==> src/hdl/aisenc_pkg.sv <==
`default_nettype none
// ----------------------------------------------------------------------------
// AIS sentence encoder package
// Shared constants, widths and the command record passed from front to back.
// ----------------------------------------------------------------------------
package aisenc_pkg;

  localparam int MAX_PACKET_BITS    = 1024;
  localparam int CHARS_PER_SENTENCE = 56;

  localparam int GROUPS_CAP   = 1530;
  localparam int SENTENCE_CAP = 42 * CHARS_PER_SENTENCE;
  localparam int CAP_A        = (MAX_PACKET_BITS < GROUPS_CAP) ? MAX_PACKET_BITS : GROUPS_CAP;
  localparam int BITS_CAP     = (CAP_A < SENTENCE_CAP) ? CAP_A : SENTENCE_CAP;

  localparam int BIT_W   = 11;
  localparam int SIX_W   = 6;
  localparam int CHAR_W  = 8;
  localparam int GROUP_W = 8;
  localparam int CHARS_W = 6;
  localparam int IDX_W   = 3;
  localparam int SEQ_W   = 4;
  localparam int FILL_W  = 3;
  localparam int STEP_W  = 4;

  // Division by six through a reciprocal, exact for values up to BITS_CAP plus five.
  localparam int DIV6_MUL   = 683;
  localparam int DIV6_SHIFT = 12;
  localparam int PROD_W     = BIT_W + 10;

  localparam int QUEUE_DEPTH = 4;
  localparam int QUEUE_AW    = 2;

  localparam int SEQ_MAX     = 9;
  localparam int ARMOUR_KNEE = 40;
  localparam int ASCII_ZERO  = 48;
  localparam int ARMOUR_HIGH = 56;

  typedef enum logic {
    OP_START,
    OP_GROUP
  } op_t;

  typedef struct packed {
    op_t               op;
    logic [CHAR_W-1:0] ch;
    logic              close;
    logic              fin;
    logic              hdr;
    logic [IDX_W-1:0]  total;
    logic [IDX_W-1:0]  index;
    logic [SEQ_W-1:0]  seq;
    logic [CHAR_W-1:0] channel;
    logic [FILL_W-1:0] fill;
  } cmd_t;

endpackage
`default_nettype wire

==> src/hdl/aisenc_front.sv <==
`default_nettype none
// ----------------------------------------------------------------------------
// AIS sentence encoder front end
// Accepts beats, tracks packets; one command per start or in-packet group.
// ----------------------------------------------------------------------------
module aisenc_front import aisenc_pkg::*; (
  input  logic              clk,
  input  logic              rst,
  input  logic              in_valid,
  output logic              in_ready,
  input  logic              action,
  input  logic [BIT_W-1:0]  bit_count,
  input  logic [CHAR_W-1:0] channel_letter,
  input  logic [SIX_W-1:0]  six_bits,
  input  logic              q_full,
  output logic              push,
  output cmd_t              push_cmd
);

  logic [SEQ_W-1:0]   seq;
  logic [GROUP_W-1:0] groups_left;
  logic [IDX_W-1:0]   total;
  logic [IDX_W-1:0]   index;
  logic [CHARS_W-1:0] chars;
  logic [FILL_W-1:0]  fill;
  logic [CHAR_W-1:0]  channel;
  logic               open;

  logic               accept;
  logic [BIT_W-1:0]   bits_cl;
  logic [BIT_W-1:0]   bits_p5;
  logic [PROD_W-1:0]  prod;
  logic [GROUP_W-1:0] groups;
  logic [BIT_W-1:0]   six_x;
  logic [IDX_W-1:0]   total_new;
  logic [SEQ_W-1:0]   seq_new;
  logic [FILL_W-1:0]  fill_new;
  logic [CHAR_W-1:0]  armoured;
  logic [GROUP_W-1:0] gl_dec;
  logic [CHARS_W-1:0] chars_inc;
  logic               g_fin;
  logic               g_close;
  logic               g_hdr;
  logic [IDX_W-1:0]   index_new;

  assign in_ready = !q_full;
  assign accept   = in_valid && in_ready;

  always_comb begin
    bits_cl  = (bit_count > BIT_W'(BITS_CAP)) ? BIT_W'(BITS_CAP) : bit_count;
    bits_p5  = bits_cl + BIT_W'(5);
    prod     = PROD_W'(bits_p5) * PROD_W'(DIV6_MUL);
    groups   = prod[DIV6_SHIFT +: GROUP_W];
    six_x    = (BIT_W'(groups) << 2) + (BIT_W'(groups) << 1);
    fill_new = FILL_W'(six_x - bits_cl);
  end

  always_comb begin
    total_new = IDX_W'(1);
    for (int k = 1; k < 7; k++) begin
      if ({2'b00, groups} > 10'(k * CHARS_PER_SENTENCE)) begin
        total_new = total_new + IDX_W'(1);
      end
    end
  end

  always_comb begin
    seq_new = seq;
    if (total_new > IDX_W'(1)) begin
      seq_new = (seq == SEQ_W'(SEQ_MAX)) ? '0 : seq + SEQ_W'(1);
    end
    armoured  = CHAR_W'(six_bits) + ((six_bits < SIX_W'(ARMOUR_KNEE)) ?
                CHAR_W'(ASCII_ZERO) : CHAR_W'(ARMOUR_HIGH));
    gl_dec    = groups_left - GROUP_W'(1);
    chars_inc = chars + CHARS_W'(1);
    g_fin     = (gl_dec == '0);
    g_close   = g_fin || (chars_inc >= CHARS_W'(CHARS_PER_SENTENCE));
    g_hdr     = g_close && !g_fin;
    index_new = g_hdr ? index + IDX_W'(1) : index;
  end

  always_comb begin
    push     = accept && ((action == OP_START) || open);
    push_cmd = '0;
    if (action == OP_START) begin
      push_cmd.op      = OP_START;
      push_cmd.close   = (groups == '0);
      push_cmd.fin     = 1'b1;
      push_cmd.hdr     = 1'b1;
      push_cmd.total   = total_new;
      push_cmd.index   = IDX_W'(1);
      push_cmd.seq     = seq_new;
      push_cmd.channel = channel_letter;
      push_cmd.fill    = fill_new;
    end else begin
      push_cmd.op      = OP_GROUP;
      push_cmd.ch      = armoured;
      push_cmd.close   = g_close;
      push_cmd.fin     = g_fin;
      push_cmd.hdr     = g_hdr;
      push_cmd.total   = total;
      push_cmd.index   = index_new;
      push_cmd.seq     = seq;
      push_cmd.channel = channel;
      push_cmd.fill    = fill;
    end
  end

  always_ff @(posedge clk) begin
    if (rst) begin
      seq         <= '0;
      groups_left <= '0;
      total       <= '0;
      index       <= '0;
      chars       <= '0;
      fill        <= '0;
      channel     <= '0;
      open        <= 1'b0;
    end else if (accept) begin
      if (action == OP_START) begin
        seq         <= seq_new;
        groups_left <= groups;
        total       <= total_new;
        index       <= IDX_W'(1);
        chars       <= '0;
        fill        <= fill_new;
        channel     <= channel_letter;
        open        <= (groups != '0);
      end else if (open) begin
        groups_left <= gl_dec;
        index       <= index_new;
        chars       <= g_hdr ? '0 : chars_inc;
        open        <= !g_fin;
      end
    end
  end

endmodule
`default_nettype wire

==> src/hdl/aisenc_queue.sv <==
`default_nettype none
// ----------------------------------------------------------------------------
// AIS sentence encoder command queue
// Short first-in first-out buffer of commands between front and back.
// ----------------------------------------------------------------------------
module aisenc_queue import aisenc_pkg::*; (
  input  logic clk,
  input  logic rst,
  input  logic push,
  input  cmd_t push_cmd,
  output logic full,
  output logic head_valid,
  output cmd_t head,
  input  logic pop
);

  cmd_t                mem [QUEUE_DEPTH];
  logic [QUEUE_AW-1:0] wr_ptr;
  logic [QUEUE_AW-1:0] rd_ptr;
  logic [QUEUE_AW:0]   count;

  assign full       = (count == (QUEUE_AW+1)'(QUEUE_DEPTH));
  assign head_valid = (count != '0);
  assign head       = mem[rd_ptr];

  always_ff @(posedge clk) begin
    if (push) begin
      mem[wr_ptr] <= push_cmd;
    end
  end

  always_ff @(posedge clk) begin
    if (rst) begin
      wr_ptr <= '0;
      rd_ptr <= '0;
      count  <= '0;
    end else begin
      if (push) begin
        wr_ptr <= wr_ptr + QUEUE_AW'(1);
      end
      if (pop) begin
        rd_ptr <= rd_ptr + QUEUE_AW'(1);
      end
      unique case ({push, pop})
        2'b10:   count <= count + (QUEUE_AW+1)'(1);
        2'b01:   count <= count - (QUEUE_AW+1)'(1);
        default: count <= count;
      endcase
    end
  end

endmodule
`default_nettype wire

==> src/hdl/aisenc_back.sv <==
`default_nettype none
// ----------------------------------------------------------------------------
// AIS sentence encoder back end
// Expands each command into characters, keeps the checksum, drives the output.
// ----------------------------------------------------------------------------
module aisenc_back import aisenc_pkg::*; (
  input  logic              clk,
  input  logic              rst,
  input  logic              head_valid,
  input  cmd_t              head,
  output logic              pop,
  output logic              out_valid,
  input  logic              out_ready,
  output logic [CHAR_W-1:0] character,
  output logic              sentence_end,
  output logic              packet_end,
  output logic              last
);

  typedef enum logic [1:0] {
    PH_CHAR,
    PH_HDR,
    PH_TRL
  } phase_t;

  localparam logic [STEP_W-1:0] HS_BANG      = 4'd0;
  localparam logic [STEP_W-1:0] HS_A         = 4'd1;
  localparam logic [STEP_W-1:0] HS_I         = 4'd2;
  localparam logic [STEP_W-1:0] HS_V         = 4'd3;
  localparam logic [STEP_W-1:0] HS_D         = 4'd4;
  localparam logic [STEP_W-1:0] HS_M         = 4'd5;
  localparam logic [STEP_W-1:0] HS_COMMA1    = 4'd6;
  localparam logic [STEP_W-1:0] HS_TOTAL     = 4'd7;
  localparam logic [STEP_W-1:0] HS_COMMA2    = 4'd8;
  localparam logic [STEP_W-1:0] HS_INDEX     = 4'd9;
  localparam logic [STEP_W-1:0] HS_COMMA3    = 4'd10;
  localparam logic [STEP_W-1:0] HS_SEQ       = 4'd11;
  localparam logic [STEP_W-1:0] HS_COMMA4    = 4'd12;
  localparam logic [STEP_W-1:0] HS_CHANNEL   = 4'd13;
  localparam logic [STEP_W-1:0] HS_COMMA5    = 4'd14;
  localparam logic [STEP_W-1:0] TS_COMMA     = 4'd0;
  localparam logic [STEP_W-1:0] TS_FILL      = 4'd1;
  localparam logic [STEP_W-1:0] TS_STAR      = 4'd2;
  localparam logic [STEP_W-1:0] TS_HEX_HI    = 4'd3;
  localparam logic [STEP_W-1:0] TS_HEX_LO    = 4'd4;

  phase_t              phase;
  logic [STEP_W-1:0]   step;
  logic                begun;
  logic [CHAR_W-1:0]   csum;

  phase_t              cur_phase;
  logic [STEP_W-1:0]   cur_step;
  phase_t              phase_next;
  logic [STEP_W-1:0]   step_next;
  logic                done;
  logic                emit;
  logic                summed;
  logic [CHAR_W-1:0]   ch;
  logic                s_end;
  logic                p_end;

  function automatic logic [CHAR_W-1:0] hex_digit(input logic [3:0] v);
    return (v < 4'd10) ? CHAR_W'(v) + 8'h30 : CHAR_W'(v) + 8'h37;
  endfunction

  assign emit = head_valid && (!out_valid || out_ready);
  assign pop  = emit && done;

  always_comb begin
    cur_phase = begun ? phase : ((head.op == OP_START) ? PH_HDR : PH_CHAR);
    cur_step  = begun ? step : '0;
  end

  always_comb begin
    ch         = 8'h2C;
    summed     = 1'b0;
    s_end      = 1'b0;
    p_end      = 1'b0;
    done       = 1'b0;
    phase_next = cur_phase;
    step_next  = cur_step + STEP_W'(1);
    unique case (cur_phase)
      PH_CHAR: begin
        ch         = head.ch;
        summed     = 1'b1;
        phase_next = PH_TRL;
        step_next  = '0;
        done       = !head.close;
      end
      PH_HDR: begin
        summed = (cur_step != HS_BANG);
        unique case (cur_step)
          HS_BANG:    ch = 8'h21;
          HS_A:       ch = 8'h41;
          HS_I:       ch = 8'h49;
          HS_V:       ch = 8'h56;
          HS_D:       ch = 8'h44;
          HS_M:       ch = 8'h4D;
          HS_TOTAL:   ch = CHAR_W'(head.total) + CHAR_W'(ASCII_ZERO);
          HS_INDEX:   ch = CHAR_W'(head.index) + CHAR_W'(ASCII_ZERO);
          HS_SEQ:     ch = CHAR_W'(head.seq) + CHAR_W'(ASCII_ZERO);
          HS_CHANNEL: ch = head.channel;
          default:    ch = 8'h2C;
        endcase
        if (cur_step == HS_COMMA3 && head.total <= IDX_W'(1)) begin
          step_next = HS_COMMA4;
        end
        if (cur_step == HS_COMMA5) begin
          phase_next = PH_TRL;
          step_next  = '0;
          done       = (head.op == OP_GROUP) || !head.close;
        end
      end
      PH_TRL: begin
        unique case (cur_step)
          TS_COMMA: begin
            ch     = 8'h2C;
            summed = 1'b1;
          end
          TS_FILL: begin
            ch     = head.fin ? CHAR_W'(head.fill) + CHAR_W'(ASCII_ZERO) : CHAR_W'(ASCII_ZERO);
            summed = 1'b1;
          end
          TS_STAR:   ch = 8'h2A;
          TS_HEX_HI: ch = hex_digit(csum[7:4]);
          default:   ch = hex_digit(csum[3:0]);
        endcase
        if (cur_step == TS_HEX_LO) begin
          s_end      = 1'b1;
          p_end      = head.fin;
          phase_next = PH_HDR;
          step_next  = '0;
          done       = !((head.op == OP_GROUP) && head.hdr);
        end
      end
      default: begin
        done = 1'b1;
      end
    endcase
  end

  always_ff @(posedge clk) begin
    if (rst) begin
      phase     <= PH_CHAR;
      step      <= '0;
      begun     <= 1'b0;
      csum      <= '0;
      out_valid <= 1'b0;
    end else begin
      if (emit) begin
        out_valid <= 1'b1;
        begun     <= !done;
        phase     <= phase_next;
        step      <= step_next;
        if (cur_phase == PH_HDR && cur_step == HS_BANG) begin
          csum <= '0;
        end else if (summed) begin
          csum <= csum ^ ch;
        end
      end else if (out_ready) begin
        out_valid <= 1'b0;
      end
    end
  end

  always_ff @(posedge clk) begin
    if (emit) begin
      character    <= ch;
      sentence_end <= s_end;
      packet_end   <= p_end;
      last         <= done;
    end
  end

endmodule
`default_nettype wire

==> src/hdl/ais_nmea_sentence_encoder_top.sv <==
`default_nettype none
// ----------------------------------------------------------------------------
// AIS NMEA sentence encoder
// Turns AIS packet start and six-bit group beats into an !AIVDM character stream.
// ----------------------------------------------------------------------------
// Channel  Handshake            Payload
// in       in_valid, in_ready   action, bit_count, channel_letter, six_bits
// out      out_valid, out_ready character, sentence_end, packet_end, last
//
// The front end takes one input beat per cycle while the four-entry command
// queue has room. The back end sends one character per cycle when not stalled:
// a payload group gives one character, six when it ends the packet, 21 when it
// ends a sentence and starts the next; a start beat gives 14 or 15 characters,
// 19 for an empty packet. Reset is synchronous and leaves no packet open.
// Output stalls hold the back end only; the queue lets the front end run on.
// ----------------------------------------------------------------------------
module ais_nmea_sentence_encoder_top import aisenc_pkg::*; (
  input  logic              clk,
  input  logic              rst,
  input  logic              in_valid,
  output logic              in_ready,
  input  logic              action,
  input  logic [BIT_W-1:0]  bit_count,
  input  logic [CHAR_W-1:0] channel_letter,
  input  logic [SIX_W-1:0]  six_bits,
  output logic              out_valid,
  input  logic              out_ready,
  output logic [CHAR_W-1:0] character,
  output logic              sentence_end,
  output logic              packet_end,
  output logic              last
);

  logic push;
  cmd_t push_cmd;
  logic q_full;
  logic head_valid;
  cmd_t head;
  logic pop;

  aisenc_front u_front (
    .clk            (clk),
    .rst            (rst),
    .in_valid       (in_valid),
    .in_ready       (in_ready),
    .action         (action),
    .bit_count      (bit_count),
    .channel_letter (channel_letter),
    .six_bits       (six_bits),
    .q_full         (q_full),
    .push           (push),
    .push_cmd       (push_cmd)
  );

  aisenc_queue u_queue (
    .clk        (clk),
    .rst        (rst),
    .push       (push),
    .push_cmd   (push_cmd),
    .full       (q_full),
    .head_valid (head_valid),
    .head       (head),
    .pop        (pop)
  );

  aisenc_back u_back (
    .clk          (clk),
    .rst          (rst),
    .head_valid   (head_valid),
    .head         (head),
    .pop          (pop),
    .out_valid    (out_valid),
    .out_ready    (out_ready),
    .character    (character),
    .sentence_end (sentence_end),
    .packet_end   (packet_end),
    .last         (last)
  );

endmodule
`default_nettype wire

==> config.mk <==
export PLATFORM = sky130hd
export DESIGN_NAME = ais_nmea_sentence_encoder_top
export DESIGN_NICKNAME = d
export VERILOG_FILES = /design/src/hdl/aisenc_pkg.sv /design/src/hdl/aisenc_front.sv /design/src/hdl/aisenc_queue.sv /design/src/hdl/aisenc_back.sv /design/src/hdl/ais_nmea_sentence_encoder_top.sv
export SDC_FILE = /design/constraint.sdc
export NUM_CORES = 1
export LEC_CHECK = 0
export BUFFER_PORTS_ARGS = -buffer_cell sky130_fd_sc_hd__buf_2
export CAP_MARGIN = 40
export CORE_MARGIN = 2
export CORE_UTILIZATION = 43
export CTS_CLUSTER_SIZE = 30
export DETAILED_ROUTE_END_ITERATION = 10
export PLACE_DENSITY_LB_ADDON = 0.2
export SETUP_SLACK_MARGIN = 0.2
export SYNTH_ARGS = -nofsm -noshare
export SYNTH_HDL_FRONTEND = slang
export SYNTH_SLANG_ARGS = --single-unit
==> constraint.sdc <==
create_clock -name clk -period 8.4 [get_ports clk]
set_input_delay 1.68 -clock clk [delete_from_list [all_inputs] [get_ports clk]]
set_output_delay 1.68 -clock clk [all_outputs]
set_load 0.005 [all_outputs]
==> run summary <==
Area growth from synthesis to layout: 13.23%
Via count: 8084
Most frequent cells in the layout: 139 x edfxtp_1, 90 x inv_1, 88 x nand2_1
Commonest non-fill, non-tap cell in the layout: edfxtp_1
First-pass DRT Iterations: 5
Latest clock arrival within the worst-skew pair: 0.44 ns
Fill cells: 2439
Number of I/O pins: 43
Hold Fails Final Rpt: 0
Largest net degree at the start of global routing: 48
CP bufs+invs: 6
Data required, critical path: 8.58 ns
Initial antenna violation count: 0
Post-Syn Area per Cell: 11.05 µm²
CP peak stage delay: 0.53 ns
Antenna cell count: 0
Synthesized Nets: 1202
Die area: 28570 µm²
Crit start category: primary input
Layout Utilization: 49.34%
Switch Pwr: 0.001640 W
Fin area: 13260 µm²
Final nets: 1263
Detail Route Antenna Nets: 0
Hold buffer count at CTS: 0
Hold WC Path Type: flip-flop to flip-flop
Critical path class: primary input to flip-flop
Switching share of total power: 39.21%
CP top delay family: adder cells
CTS tree: yes
Post-cts resize count: 0
Count of flip-flops with a built-in enable after synthesis: 139
TNS Setup: 0 ns
DP Area: 12600 µm²
Seq pwr share: 32.5%
Top FF cell, synth: edfxtp_1
Vias in the first global route: 7952
WL/cell: 17.14 µm
Remaining DRCs: 0
Post-synthesis instance area: 11710 µm²
First-pass GRT wire length: 41780 µm
Root Buffer: clkbuf_16
Minimum clock period after layout: 7.878 ns
Post-DP HPWL: 18260 µm
RSZ-0062 raised after global routing: false
Fmax achieved: 0.1269 GHz
Clock-pin slew on the worst setup and hold paths: 0.07 ns
H-tree levels: 4
Pwr Density: 315.5 nW/µm²
Clock power share: 19.1%
Via density: 5.481
Cell Rows: 60
Cell count after synthesis: 1060
#FFs+latches synth: 200
Crit path DAT: 8.05 ns
Hold Slack: 0.4538 ns
Fin crit share: 93.78%
Sequential share of the synthesized area: 46.07%
Port Buffer Count: 42
Die Y: 169.0 µm
Total Power: 0.004183 W
Initial detailed-routing violation count: 583
CP max stage cell: fa_1
Maximum VDD drop: 0.0001403 V
Internal Pwr Total: 0.002543 W
Yosys warns: 0
CORE AREA: 26880 µm²
Final setup vio count: 0
Combinational fraction of design power: 48.4%
GPL Wtd Cong: 0.8512
CP endpoint kind: flip-flop
Worst-margin pin slew: 0.8847 ns
Worst-path maximum fanout: 5
GRT Total Usage: 18.56%
Leakage power: 5.096 nW
Setup bufs post-CTS: 0
Post-Route WL: 25280 µm
Asr flop ratio synth: 0%
Max_cap viols: 0
Die W: 169.0 µm
Final slew viol count: 0
CTS buffer count: 17
Grt ovf: 0
Slew HR: 40.94%
Initial core utilization: 43.58%
# clock sinks: 200
Worst clock skew: 0.01230 ns
Unique masters post-synth: 75
CTS Buffer Depth: 2
Status: finished, final reports clean
Fraction of layout cells with a size suffix above 1: 18.43%
-- area by class of cell --
cell class / instances / area, µm² / share of cell area (%)
Multi-Input combinational cell: 719 / 5918 / 44.63
Sequential cell: 200 / 5396 / 40.70
Timing Repair Buffer: 90 / 588.1 / 4.435
Tap cell: 341 / 426.7 / 3.218
Clock buffer: 17 / 425.4 / 3.208
Inverter: 93 / 351.6 / 2.651
Clock inverter: 15 / 153.9 / 1.161
-- Yosys cell counts, types with 5 or more instances --
| cell type | number | area (µm²) |
|---|---|---|
| edfxtp_1 | 139 | 4174 |
| inv_1 | 91 | 341.6 |
| nand2_1 | 88 | 330.3 |
| ha_1 | 86 | 1076 |
| nor2_1 | 82 | 307.8 |
| a21oi_1 | 61 | 305.3 |
| dfxtp_1 | 61 | 1221 |
| o21ai_0 | 42 | 210.2 |
| clkbuf_1 | 39 | 146.4 |
| xnor2_1 | 34 | 297.8 |
| mux4_2 | 31 | 698.2 |
| fa_1 | 26 | 520.5 |
| nor3_1 | 25 | 125.1 |
| xor2_1 | 22 | 192.7 |
| mux2_2 | 17 | 191.4 |
| nand3_1 | 17 | 85.08 |
| nor2b_1 | 14 | 87.58 |
| and2_1 | 13 | 81.33 |
| nand4_1 | 12 | 75.07 |
| and3_1 | 11 | 68.82 |
| o211ai_1 | 9 | 67.56 |
| o21a_1 | 9 | 67.56 |
| a22oi_1 | 8 | 60.06 |
| nor4_1 | 8 | 50.05 |
| a211oi_1 | 7 | 52.55 |
| buf_1 | 6 | 22.52 |
| a21o_1 | 5 | 37.54 |
| a31oi_1 | 5 | 31.28 |
| o2111ai_1 | 5 | 43.79 |
| o22ai_1 | 5 | 31.28 |
| o31ai_1 | 5 | 37.54 |
-- cells by family after synthesis --
group                    synth area share, %
adder cells (fa/ha/maj)                13.63
buffers and inverters                  4.573
AO/OA/AOI/OAI                          11.62
flip-flops                             46.07
AND/OR/NAND/NOR                        12.06
XOR/XNOR                               4.188
multiplexers                           7.853
-- flip-flops by register name, summed over array words and instances, names as in the netlist, 2 cells and up, named ones only --
name and cells:
u_queue.count 3, u_queue.rd_ptr 2, u_front.groups_left 8, u_back.step 4
u_front.fill 3, u_queue.wr_ptr 2, u_front.channel 8, u_back.character 8
u_back.phase 2, u_front.chars 6, u_back.csum 8, u_queue.mem 128
u_front.index 3, u_front.seq 4, u_front.total 3
-- metal layers --
metal / track usage, % / wire [µm] / vias up
met5: 0 / 0 / -
met4: 3.790 / 192 / 0
met3: 3.016 / 1012 / 13
met2: 31.00 / 12300 / 185
met1: 25.73 / 11780 / 3922
li1: - / - / 3964
-- power groups by stage --
stage | Sequential (W) | Clock [W] | Combinational [W]
floorplan | 0.00134 | 0 | 0.00146
global placement | 0.00138 | 0 | 0.00198
detailed placement | 0.00138 | 0 | 0.00200
CTS | 0.00136 | 0.000820 | 0.00201
global route | 0.00138 | 0.000856 | 0.00228
finish | 0.00136 | 0.000798 | 0.00202
-- worst reg2reg max path, delay by kind of cell (launching register included) --
kind | cells | cell delay [ns]
AOI/OAI and AO/OA | 3 | 0.54
xor gates and xnor gates | 1 | 0.15
adders and majority gates | 3 | 1.00
buffers and inverters | 2 | 0.19
DFF | 1 | 0.90
and+or+nand+nor | 4 | 1.07
-- path summary, 6_finish.rpt --
path                      startpoint            endpoint  slack (ns)  cells past startpoint
hold reg to reg   u_front.channel[2]  u_front.channel[2]        0.45                      2
setup reg to reg        u_back.begun    u_queue.count[2]        4.48                     13
setup / recovery       bit_count[10]  u_queue.mem[1][18]        0.52                     27
hold / removal    u_front.channel[2]  u_front.channel[2]        0.45                      2
-- through the flow --
stage	instances	setup slack, ns
floorplan	1060	0.2049
global placement	1441	0.07454
detailed placement	1443	0.008236
CTS	1475	0.4531
global route	1475	0.2023
finish	1475	0.5221
Power figures use the tool's default switching activity.
